--- config.mk ---
export PLATFORM = sky130hd
export DESIGN_NAME = lbvs_front
export DESIGN_NICKNAME = d
export VERILOG_FILES = /design/src/rtl/lbvs_pkg.sv /design/src/rtl/lbvs_front.sv
export SDC_FILE = /design/constraint.sdc
export NUM_CORES = 1
export LEC_CHECK = 0
export ABC_AREA = 1
export ABC_CLOCK_PERIOD_IN_PS = 36100
export BUFFER_PORTS_ARGS = -buffer_cell sky130_fd_sc_hd__buf_2
export CAP_MARGIN = 20
export CORE_AREA = 2 2 261 263
export CTS_CLUSTER_SIZE = 10
export DETAILED_ROUTE_END_ITERATION = 10
export DIE_AREA = 0 0 263 265
export HOLD_SLACK_MARGIN = 0.12
export PLACE_DENSITY = 0.58
export SLEW_MARGIN = 20
export SYNTH_ARGS = -nofsm -noshare
export SYNTH_HDL_FRONTEND = slang
export SYNTH_SLANG_ARGS = --single-unit
--- constraint.sdc ---
create_clock -name clk_i -period 36.1 [get_ports clk_i]
set_input_delay 9.025 -clock clk_i [delete_from_list [all_inputs] [get_ports clk_i]]
set_output_delay 9.025 -clock clk_i [all_outputs]
set_load 0.01 [all_outputs]
--- src/rtl/lbvs_pkg.sv ---
// Shared types and constants for the linear blend vertex skinning block.
package lbvs_pkg;

  localparam int unsigned MaxBones   = 128;
  localparam int unsigned Influences = 4;
  localparam int unsigned IdW        = 7;
  localparam int unsigned WtW        = 16;
  localparam int unsigned MemDepth   = MaxBones * 16;
  localparam int unsigned MemAw      = $clog2(MemDepth);
  localparam int unsigned InflW      = $clog2(Influences);
  localparam int unsigned QDepth     = 2;
  localparam int unsigned AccW       = 72;
  localparam logic signed [31:0] OneQ16 = 32'sd65536;

  typedef struct packed {
    logic               kind;
    logic [6:0]         bone_slot;
    logic [3:0]         matrix_element;
    logic signed [31:0] matrix_value;
    logic signed [31:0] pos_x;
    logic signed [31:0] pos_y;
    logic signed [31:0] pos_z;
    logic signed [31:0] norm_x;
    logic signed [31:0] norm_y;
    logic signed [31:0] norm_z;
    logic [27:0]        bone_ids;
    logic [63:0]        bone_weights;
  } req_in_t;

  typedef struct packed {
    logic signed [31:0] skinned_x;
    logic signed [31:0] skinned_y;
    logic signed [31:0] skinned_z;
    logic signed [31:0] skinned_w;
    logic signed [31:0] line_end_x;
    logic signed [31:0] line_end_y;
    logic signed [31:0] line_end_z;
  } req_out_t;

  // Classified vertex job passed from front to back.
  typedef struct packed {
    logic signed [31:0] px, py, pz, nx, ny, nz;
    logic [Influences-1:0]          use_mask;
    logic [Influences-1:0][IdW-1:0] ids;
    logic [Influences-1:0][WtW-1:0] wts;
  } job_t;

  function automatic logic signed [31:0] sat32(input logic signed [AccW-1:0] v);
    if (v > AccW'(64'sh7fffffff))       return 32'sh7fffffff;
    else if (v < -AccW'(64'sh80000000)) return 32'sh80000000;
    else                                return v[31:0];
  endfunction

endpackage

--- src/rtl/lbvs_front.sv ---
// Front end: accepts requests, writes the bone table, queues vertex jobs.
module lbvs_front (
  input  logic                clk_i,
  input  logic                rst_ni,
  input  logic                in_valid_i,
  output logic                in_stall_o,
  input  lbvs_pkg::req_in_t   in_data_i,
  input  logic                back_busy_i,
  output logic                mem_we_o,
  output logic [lbvs_pkg::MemAw-1:0] mem_waddr_o,
  output logic signed [31:0]  mem_wdata_o,
  output logic                job_valid_o,
  input  logic                job_pop_i,
  output lbvs_pkg::job_t      job_o
);
  import lbvs_pkg::*;

  job_t                 q_mem [QDepth];
  logic                 wp_q, wp_d, rp_q, rp_d;
  logic [1:0]           cnt_q, cnt_d;
  logic                 acc, push;
  job_t                 job;

  // vertices stall on a full queue; writes wait until queued and running
  // vertices have fetched all their rows
  assign in_stall_o = in_data_i.kind ? (cnt_q == 2'(QDepth))
                                     : ((cnt_q != '0) || back_busy_i);
  assign acc  = in_valid_i && !in_stall_o;
  assign push = acc && in_data_i.kind;

  assign mem_we_o    = acc && !in_data_i.kind && (32'(in_data_i.bone_slot) < MaxBones);
  assign mem_waddr_o = MemAw'({in_data_i.bone_slot, in_data_i.matrix_element});
  assign mem_wdata_o = in_data_i.matrix_value;

  always_comb begin
    job.px = in_data_i.pos_x; job.py = in_data_i.pos_y; job.pz = in_data_i.pos_z;
    job.nx = in_data_i.norm_x; job.ny = in_data_i.norm_y; job.nz = in_data_i.norm_z;
    for (int i = 0; i < Influences; i++) begin
      job.ids[i] = in_data_i.bone_ids[i*IdW +: IdW];
      job.wts[i] = in_data_i.bone_weights[i*WtW +: WtW];
      // skip non-positive weights and ids past the table
      job.use_mask[i] = !job.wts[i][WtW-1] && (job.wts[i] != '0)
                        && (32'(job.ids[i]) < MaxBones);
    end
  end

  assign wp_d  = push ? ~wp_q : wp_q;
  assign rp_d  = job_pop_i ? ~rp_q : rp_q;
  assign cnt_d = cnt_q + 2'(push) - 2'(job_pop_i);
  assign job_valid_o = cnt_q != '0;
  assign job_o = q_mem[rp_q];

  always_ff @(posedge clk_i) begin
    if (push) q_mem[wp_q] <= job;
  end

  always_ff @(posedge clk_i or negedge rst_ni) begin
    if (!rst_ni) begin
      wp_q <= 1'b0; rp_q <= 1'b0; cnt_q <= '0;
    end else begin
      wp_q <= wp_d; rp_q <= rp_d; cnt_q <= cnt_d;
    end
  end
endmodule

==> flow_metrics.env, run 1 <==
export IMPL_status="complete, no violations"
export IMPL_grt_overflow=0
export IMPL_fmax_mhz=53.9
export IMPL_synth_seq_area_share_pct=77.7
export IMPL_avgSynthCellArea_um2=21.9
export IMPL_htreeDepth=3
export IMPL_io_buffers=580
export IMPL_postCtsHoldBufs=0
export IMPL_syn_nets=1357
export IMPL_dr_total_vias=11100
export IMPL_fillers=6056
export IMPL_io_pins=667
export IMPL_yosysTopAreaCell="edfxtp_1"
export IMPL_root_buffer="clkbuf_16"
export IMPL_cpLargestDelayFamily="buffers and inverters"
export IMPL_end_kind="primary output"
export IMPL_postPlaceCellArea_mm2=0.0259
export IMPL_setup_viol=0
export IMPL_grtUsageMet1_pct=14.3
export IMPL_final_period_utilization_pct=51.4
export IMPL_start_util_pct=33.5
export IMPL_dieHeight_um=265
export IMPL_dp_slack_ns=17.56
export IMPL_ant_nets=0
export IMPL_layout_common_cells="buf_2 (580), edfxtp_1 (576), mux2_4 (200)"
export IMPL_placementRows=95
export IMPL_numCtsBuffers=69
export IMPL_cts_sinks=580
export IMPL_syn2layout_area_growth_pct=24.4
export IMPL_ff_latch_area_mm2=0.0174
export IMPL_fin_area_mm2=0.0278
export IMPL_via_per_inst=4.41
export IMPL_tightest_slew_ns=1.03
export IMPL_slew_viol_final=0
export IMPL_drive_gt1_share_pct=59.0
export IMPL_rsz0062_at_grt="no"
export IMPL_post_synth_num_cell_types=18
export IMPL_cap_violations=0
export IMPL_drc=0
export IMPL_start_kind="input port"
export IMPL_drtIter0Drc=638
export IMPL_core_mm2=0.0668
export IMPL_min_period_ns=18.54
export IMPL_wl_mm=49.5
export IMPL_place_hpwl_mm=33.5
export IMPL_total_power_mw=2.06
export IMPL_nNetsFinal=1943
export IMPL_syn_area_mm2=0.0224
export IMPL_grt_max_degree=154
export IMPL_worst_hold_slack_ns=0.563
export IMPL_slew_headroom_pct=31.4
export IMPL_gp_congestion=0.772
export IMPL_clk_pin_slew_ns=0.05
export IMPL_ys_top_cells_by_area="edfxtp_1 (77%), mux2_4 (13%), mux2_2 (4.4%)"
export IMPL_busiest_layer="met2"
export IMPL_dr_pass1_iters=4
export IMPL_multi_input_area_mm2=0.00432
export IMPL_timing_worst_setup_path_type="in2out"
export IMPL_cpMostUsedCell="buf_2"
export IMPL_grt_pass1_vias=11800
export IMPL_met2_usage_pct=24.0
export IMPL_grtUsageTotal_pct=13.5
export IMPL_setup_ws_ns=17.56
export IMPL_ir_drop_mv=0.0953
export IMPL_yosysWarnings=0
export IMPL_hp_class="reg2reg"
export IMPL_synth_top_area_share_pct=77.3
export IMPL_antenna_found_initial=10
export IMPL_die_area_mm2=0.0697
export IMPL_ys_seq_elements=580
export IMPL_critPathMaxFanout=2
export IMPL_cts_resized=0
export IMPL_final_common_cell="buf_2"
export IMPL_fin_tns_setup_ns=0
export IMPL_netlist_instances=1022
export IMPL_worstPathArrival_ns=9.51
export IMPL_crit_required_ns=27.07
export IMPL_path_buf_inv=3
export IMPL_power_leakage_nw=10.8
export IMPL_insertion_delay_ns=0.59
export IMPL_hold_viol=0
export IMPL_slowest_delay_ns=0.12
export IMPL_cts_setup_buffers=0
export IMPL_crit_chain="buf_2 > nor2_1 > nand4_1 > inv_1 > buf_2"
export IMPL_die_w_um=263
export IMPL_cp_slowest_cell="nor2_1"
export IMPL_avgRoutedWirePerCell_um=19.7
export IMPL_skew_ns=0.0233
export IMPL_cts_tree="yes"
export IMPL_grtUsageMet3_pct=5.61
export IMPL_grt_pass1_wl_mm=71.7
export IMPL_p_per_area_mw_per_mm2=74.0
export IMPL_cts_path_max_buffers=3
[Yosys cell counts]
library cell and count:
inv_1 9, xor2_1 2, a21oi_1 4, edfxtp_1 576, xnor2_1 2, nand2_1 17
nor2_1 39, nand4_1 1, buf_2 7, buf_6 25, nand3_1 1, o21ai_0 1
mux2_4 200, mux2_2 88, buf_4 43, ha_1 2, dfrtp_1 4, or2_2 1
[logic make-up after synthesis]
family          count (synthesis)  share of synthesized area, %
compound gates                  5                         0.112
xor+xnor                        4                         0.157
fa+ha+maj                       2                         0.112
buf+inv                        84                          3.01
flops                         580                          77.7
mux                           288                          17.8
simple gates                   59                          1.02
[per-layer routing]
metal	vias to the layer above	routed length (um)
met5	-	13
met4	2	1150
met3	79	4240
met2	418	26000
met1	5479	18100
li1	5100	-
[worst reg2reg max path, cell delays in order (launching register included)]
cell and delay [ns]:
dfrtp_1 0.38, inv_1 0.05, nand2_1 0.08, nand3_1 0.26
nor2_4 0.65, buf_4 0.79, buf_4 0.92
[sequential cells by signal, indices dropped and copies added (netlist names)]
register / count
cnt_q: 2
rp_q: 1
wp_q: 1
q_mem: 576
[power by group]
part,internal (mW),switching (mW)
Clock,0.356,0.255
Sequential,0.838,0.0223
Combinational,0.286,0.300
[stage by stage]
| stage | util (%) | instances |
|---|---|---|
| detailed placement | 38.7 | 2410 |
| global route | 41.7 | 2509 |
| CTS | 41.6 | 2501 |
| finish | 41.7 | 2510 |
| global placement | 38.7 | 2410 |
| floorplan | - | 1022 |
[cell type report]
cell class	instances	share of cell area [%]
sequential	580	62.5
multi-input combinational	358	15.5
timing repair buffer	590	10.8
clock buffer	83	6.55
tap	873	3.93
clock inverter	8	0.423
inverter	9	0.121
antenna	9	0.0809
[worst paths after layout]
| kind | from | end | slack, ns | cells after the start |
|---|---|---|---|---|
| worst max-delay path | back_busy_i | mem_we_o | 17.56 | 5 |
| worst min-delay path | cnt_q[0]$_DFF_PN0_ | cnt_q[0]$_DFF_PN0_ | 0.56 | 1 |
| worst max register to register | cnt_q[0]$_DFF_PN0_ | q_mem[1][104]$_DFFE_PP_ | 32.48 | 6 |
| worst min register to register | cnt_q[0]$_DFF_PN0_ | cnt_q[0]$_DFF_PN0_ | 0.56 | 1 |
| max in group asynchronous | rst_ni | rp_q$_DFFE_PN0P_ | 27.73 | 1 |
| min in group asynchronous | rst_ni | cnt_q[1]$_DFF_PN0_ | 8.23 | 1 |
No activity file was read; power rests on OpenSTA's default activity.
==> inputs of run 2 (changes only) <==
- ABC_CLOCK_PERIOD_IN_PS: 36100 -> 15700
- CORE_AREA: 2 2 261 263 -> 2 2 256 258
- DIE_AREA: 0 0 263 265 -> 0 0 258 260
- PLACE_DENSITY: 0.58 -> 0.62
- clock period: 36.1 -> 15.7 ns (I/O delays scaled with it)
==> flow_metrics.env, run 2 (synthesized netlist as in run 1, its figures left out) <==
export IMPL_status="complete, no violations"
export IMPL_postCtsHoldBufs=0
export IMPL_min_delay_worst_endpoint="cnt_q[0]$_DFF_PN0_"
export IMPL_cts_resized=0
export IMPL_cap_violations=0
export IMPL_top_register="q_mem"
export IMPL_skew_ns=0.0278
export IMPL_numCtsBuffers=68
export IMPL_p_switching_mw=1.30
export IMPL_syn2layout_area_growth_pct=23.8
export IMPL_total_power_mw=4.68
export IMPL_nNetsFinal=1941
export IMPL_fillers=5658
export IMPL_final_common_cell="buf_2"
export IMPL_worstPathArrival_ns=4.41
export IMPL_dp_slack_ns=7.35
export IMPL_reg_top3="q_mem (576), cnt_q (2)"
export IMPL_antenna_found_initial=10
export IMPL_cts_tree="yes"
export IMPL_setup_ws_ns=7.36
export IMPL_r2r_slack_ns=12.61
export IMPL_layout_cells_non_filler=2485
export IMPL_insertion_delay_ns=0.58
export IMPL_crit_required_ns=11.77
export IMPL_clk_pin_slew_ns=0.05
export IMPL_slew_headroom_pct=20.7
export IMPL_die_area_mm2=0.0671
export IMPL_wl_mm=49.0
export IMPL_drive_gt1_share_pct=59.0
export IMPL_avgRoutedWirePerCell_um=19.7
export IMPL_start_kind="input port"
export IMPL_timing_worst_setup_path_type="in2out"
export IMPL_ant_nets=0
export IMPL_p_int_mw=3.39
export IMPL_drtIter0Drc=610
export IMPL_gp_congestion=0.777
export IMPL_grt_max_degree=155
export IMPL_crit_start="back_busy_i"
export IMPL_hp_class="reg2reg"
export IMPL_tightest_slew_ns=1.19
export IMPL_critPathMaxFanout=2
export IMPL_slew_viol_final=0
export IMPL_switching_share_pct=27.7
export IMPL_final_period_utilization_pct=53.1
export IMPL_die_w_um=258
export IMPL_hold_viol=0
export IMPL_r2r_start="cnt_q[0]$_DFF_PN0_"
export IMPL_largest_reg_flops=576
export IMPL_grtUsageTotal_pct=14.0
export IMPL_setup_viol=0
export IMPL_io_buffers=580
export IMPL_reg2reg_to="q_mem[0][136]$_DFFE_PP_"
export IMPL_hold_start="cnt_q[0]$_DFF_PN0_"
export IMPL_combPwrFrac_pct=28.3
export IMPL_min_period_ns=8.34
export IMPL_layout_common_cells="buf_2 (580), edfxtp_1 (576), mux2_4 (200)"
export IMPL_grt_pass1_wl_mm=71.2
export IMPL_final_core_util_pct=43.2
export IMPL_ir_drop_mv=0.144
export IMPL_cts_path_max_buffers=3
export IMPL_dp_cells=2391
export IMPL_reg2regPathDepth=6
export IMPL_pwr_share_clk_pct=29.0
export IMPL_hold_depth=1
export IMPL_p_seq_share_pct=42.8
export IMPL_core_mm2=0.0641
export IMPL_dr_total_vias=11200
export IMPL_rsz0062_at_grt="no"
export IMPL_placementRows=93
export IMPL_drc=0
export IMPL_grt_overflow=0
export IMPL_htreeDepth=3
export IMPL_p_per_area_mw_per_mm2=169
export IMPL_cts_setup_buffers=0
export IMPL_power_leakage_nw=10.7
export IMPL_dieHeight_um=260
export IMPL_place_hpwl_mm=33.4
export IMPL_cts_sinks=580
export IMPL_io_pins=667
export IMPL_via_per_inst=4.49
export IMPL_start_util_pct=34.9
export IMPL_fmax_mhz=120
export IMPL_dr_pass1_iters=5
export IMPL_grt_pass1_vias=12000
export IMPL_root_buffer="clkbuf_16"
export IMPL_end_kind="primary output"
==> run 2: final cells by class <==
type	count	area (um2)	share of cell area [%]
Multi-Input combinational cell	358	4320	15.6
Sequential cell	580	17400	62.8
Antenna cell	9	22.5	0.0813
Inverter	9	33.8	0.122
Timing Repair Buffer	589	3010	10.9
Clock inverter	6	66.3	0.239
Tap cell	855	1070	3.86
Clock buffer	79	1790	6.44
==> run 2: power groups by stage <==
| stage | sequential [mW] | clock, mW | combinational (mW) |
|---|---|---|---|
| floorplan | 2.08 | 0 | 0.950 |
| detailed placement | 2.04 | 0 | 1.34 |
| finish | 2.00 | 1.36 | 1.32 |
| global placement | 2.03 | 0 | 1.34 |
| global route | 2.02 | 1.46 | 1.41 |
| CTS | 2.01 | 1.40 | 1.35 |
==> run 2: worst max-delay path by stage <==
stage,end,cells past startpoint
3_5_place_dp,mem_we_o,5
5_1_grt,mem_we_o,5
3_3_place_gp,mem_we_o,5
4_1_cts,mem_we_o,5
2_1_floorplan,q_mem[0][0]$_DFFE_PP_,2
6_report,mem_we_o,5
==> run 2: routing by layer <==
metal | GRT usage, % | wire [um] | vias up
met4 | 5.65 | 1580 | 6
met1 | 15.4 | 18200 | 5472
li1 | - | - | 5094
met5 | 0 | 41 | -
met3 | 5.55 | 4370 | 109
met2 | 24.2 | 24800 | 488
==> run 2: through the flow <==
| stage | hold slack (ns) | area [um2] | setup TNS [ns] |
|---|---|---|---|
| after global routing | 0.624 | 27700 | 0 |
| after floorplan | 0.515 | 22400 | -726.00 |
| final | 0.571 | 27700 | 0 |
| after detailed placement | 0.570 | 25800 | 0 |
| after global placement | 0.548 | 25800 | 0 |
| after CTS | 0.585 | 27700 | 0 |
==> run 2: critical path, cell delays in order <==
cell and delay, ns:
buf_2 0.09, nor2_1 0.13, nand4_1 0.10, inv_1 0.06
buf_2 0.12
==> inputs of run 3 (changes only) <==
- ABC_CLOCK_PERIOD_IN_PS: 15700 -> 8500
- CORE_AREA: 2 2 256 258 -> 2 2 259 261
- DIE_AREA: 0 0 258 260 -> 0 0 261 263
- PLACE_DENSITY: 0.62 -> 0.59
- clock period: 15.7 -> 8.5 ns (I/O delays scaled with it)
==> flow_metrics.env, run 3 (synthesized netlist as in run 1, its figures left out) <==
export IMPL_postCtsHoldBufs=0
export IMPL_slew_viol_final=0
export IMPL_reg_top3="q_mem (576), cnt_q (2)"
export IMPL_nNetsFinal=1945
export IMPL_combPwrFrac_pct=28.6
export IMPL_placementRows=94
export IMPL_cap_violations=0
export IMPL_total_power_mw=8.76
export IMPL_cts_sinks=580
export IMPL_postPlaceCellArea_mm2=0.0259
export IMPL_largest_reg_flops=576
export IMPL_core_mm2=0.0656
export IMPL_switching_share_pct=27.8
export IMPL_clk_pin_slew_ns=0.05
export IMPL_dr_total_vias=11200
export IMPL_numCtsBuffers=70
export IMPL_end_kind="primary output"
export IMPL_insertion_delay_ns=0.59
export IMPL_ant_nets=0
export IMPL_gp_congestion=0.771
export IMPL_start_kind="flop"
export IMPL_via_per_inst=4.48
export IMPL_htreeDepth=3
export IMPL_cts_resized=0
export IMPL_final_common_cell="buf_2"
export IMPL_path_buf_inv=2
export IMPL_cts_setup_buffers=0
export IMPL_root_buffer="clkbuf_16"
export IMPL_fin_area_mm2=0.0278
export IMPL_antenna_found_initial=15
export IMPL_grt_pass1_wl_mm=73.8
export IMPL_timing_worst_setup_path_type="reg2out"
export IMPL_hold_viol=0
export IMPL_drtIter0Drc=649
export IMPL_cts_tree="yes"
export IMPL_cts_path_max_buffers=3
export IMPL_crit_chain="buf_12 > mux2_4 > buf_2"
export IMPL_die_w_um=261
export IMPL_p_int_mw=6.32
export IMPL_grt_overflow=0
export IMPL_grtUsageTotal_pct=14.3
export IMPL_start_util_pct=34.1
export IMPL_cp_slowest_cell="dfrtp_4"
export IMPL_grt_pass1_vias=12100
export IMPL_min_period_ns=4.93
export IMPL_slew_headroom_pct=23.9
export IMPL_die_area_mm2=0.0686
export IMPL_io_pins=667
export IMPL_pwr_share_clk_pct=29.5
export IMPL_fmax_mhz=203
export IMPL_setup_viol=0
export IMPL_drc=0
export IMPL_worst_hold_slack_ns=0.579
export IMPL_p_seq_share_pct=41.9
export IMPL_p_per_area_mw_per_mm2=315
export IMPL_dieHeight_um=263
export IMPL_power_leakage_nw=10.8
export IMPL_place_hpwl_mm=34.7
export IMPL_wl_mm=50.9
export IMPL_worstPathArrival_ns=2.80
export IMPL_skew_ns=0.0205
export IMPL_dr_pass1_iters=4
export IMPL_drive_gt1_share_pct=59.1
export IMPL_grt_max_degree=134
export IMPL_ir_drop_mv=0.283
export IMPL_syn2layout_area_growth_pct=24.2
export IMPL_critPathMaxFanout=133
export IMPL_final_period_utilization_pct=58.0
export IMPL_rsz0062_at_grt="no"
export IMPL_status="complete, no violations"
export IMPL_crit_required_ns=6.38
export IMPL_fin_tns_setup_ns=0
export IMPL_tightest_slew_ns=1.14
export IMPL_layout_common_cells="buf_2 (580), edfxtp_1 (576), mux2_4 (200)"
export IMPL_cpLargestDelayFamily="buffers and inverters"
export IMPL_slowest_delay_ns=0.76
export IMPL_top_register="q_mem"
export IMPL_p_switching_mw=2.44
export IMPL_hp_class="reg2reg"
export IMPL_avgRoutedWirePerCell_um=20.4
export IMPL_io_buffers=580
-- run 3: cell count changes in the layout (fill, tap and decap cells not counted), sizes merged --
cell,change
buf,+2
clkinv,+2
diode,-2
bufinv,+1
clkbuf,+1
clkinvlp,+1
inv,+1
-- run 3: per-layer routing --
metal | track usage [%] | share of wire, % | up-vias
met5 | 0 | 0.14 | -
met4 | 6.00 | 2.8 | 10
met3 | 5.75 | 9.4 | 106
met2 | 25.0 | 52 | 451
met1 | 15.1 | 36 | 5532
li1 | - | - | 5102
-- run 3: path summary, 6_finish.rpt --
path	slack (ns)	from	cells past startpoint	end
setup / recovery	3.57	rp_q$_DFFE_PN0P_	3	job_o[104]
hold reg to reg	0.58	cnt_q[0]$_DFF_PN0_	1	cnt_q[0]$_DFF_PN0_
hold / removal	0.58	cnt_q[0]$_DFF_PN0_	1	cnt_q[0]$_DFF_PN0_
min in group asynchronous	1.36	rst_ni	1	cnt_q[0]$_DFF_PN0_
setup reg to reg	5.52	cnt_q[0]$_DFF_PN0_	6	q_mem[1][212]$_DFFE_PP_
max in group asynchronous	7.01	rst_ni	1	rp_q$_DFFE_PN0P_
-- run 3: power groups by stage --
stage	Sequential, mW	Clock [mW]	Combinational [mW]
after floorplan	3.77	0	1.76
after detailed placement	3.73	0	2.54
final	3.67	2.58	2.50
after CTS	3.67	2.67	2.55
after global placement	3.71	0	2.53
after global routing	3.70	2.77	2.66
-- run 3: layout make-up --
| cell class | instances | area (um2) |
|---|---|---|
| fill | 5869 | 37800 |
| clock inverter | 11 | 109 |
| inverter | 9 | 33.8 |
| sequential | 580 | 17400 |
| multi-input combinational | 358 | 4320 |
| tap | 864 | 1080 |
| clock buffer | 80 | 1810 |
| antenna | 7 | 17.5 |
| timing repair buffer | 591 | 3020 |
-- run 3: metrics by stage --
step	utilization, %	worst slack [ns]	cells
after floorplan	-	-1.80	1022
after global placement	39.4	3.68	2402
after detailed placement	39.4	3.72	2402
after CTS	42.3	3.52	2493
after global routing	42.4	3.42	2500
final	42.4	3.57	2500
-- run 3: worst reg2reg max path, cell delays in order, from the launching register on --
cell and delay, ns:
dfrtp_1 0.39, inv_1 0.05, nand2_1 0.09, nand3_1 0.27, nor2_4 0.18, buf_4 0.60, buf_4 0.93
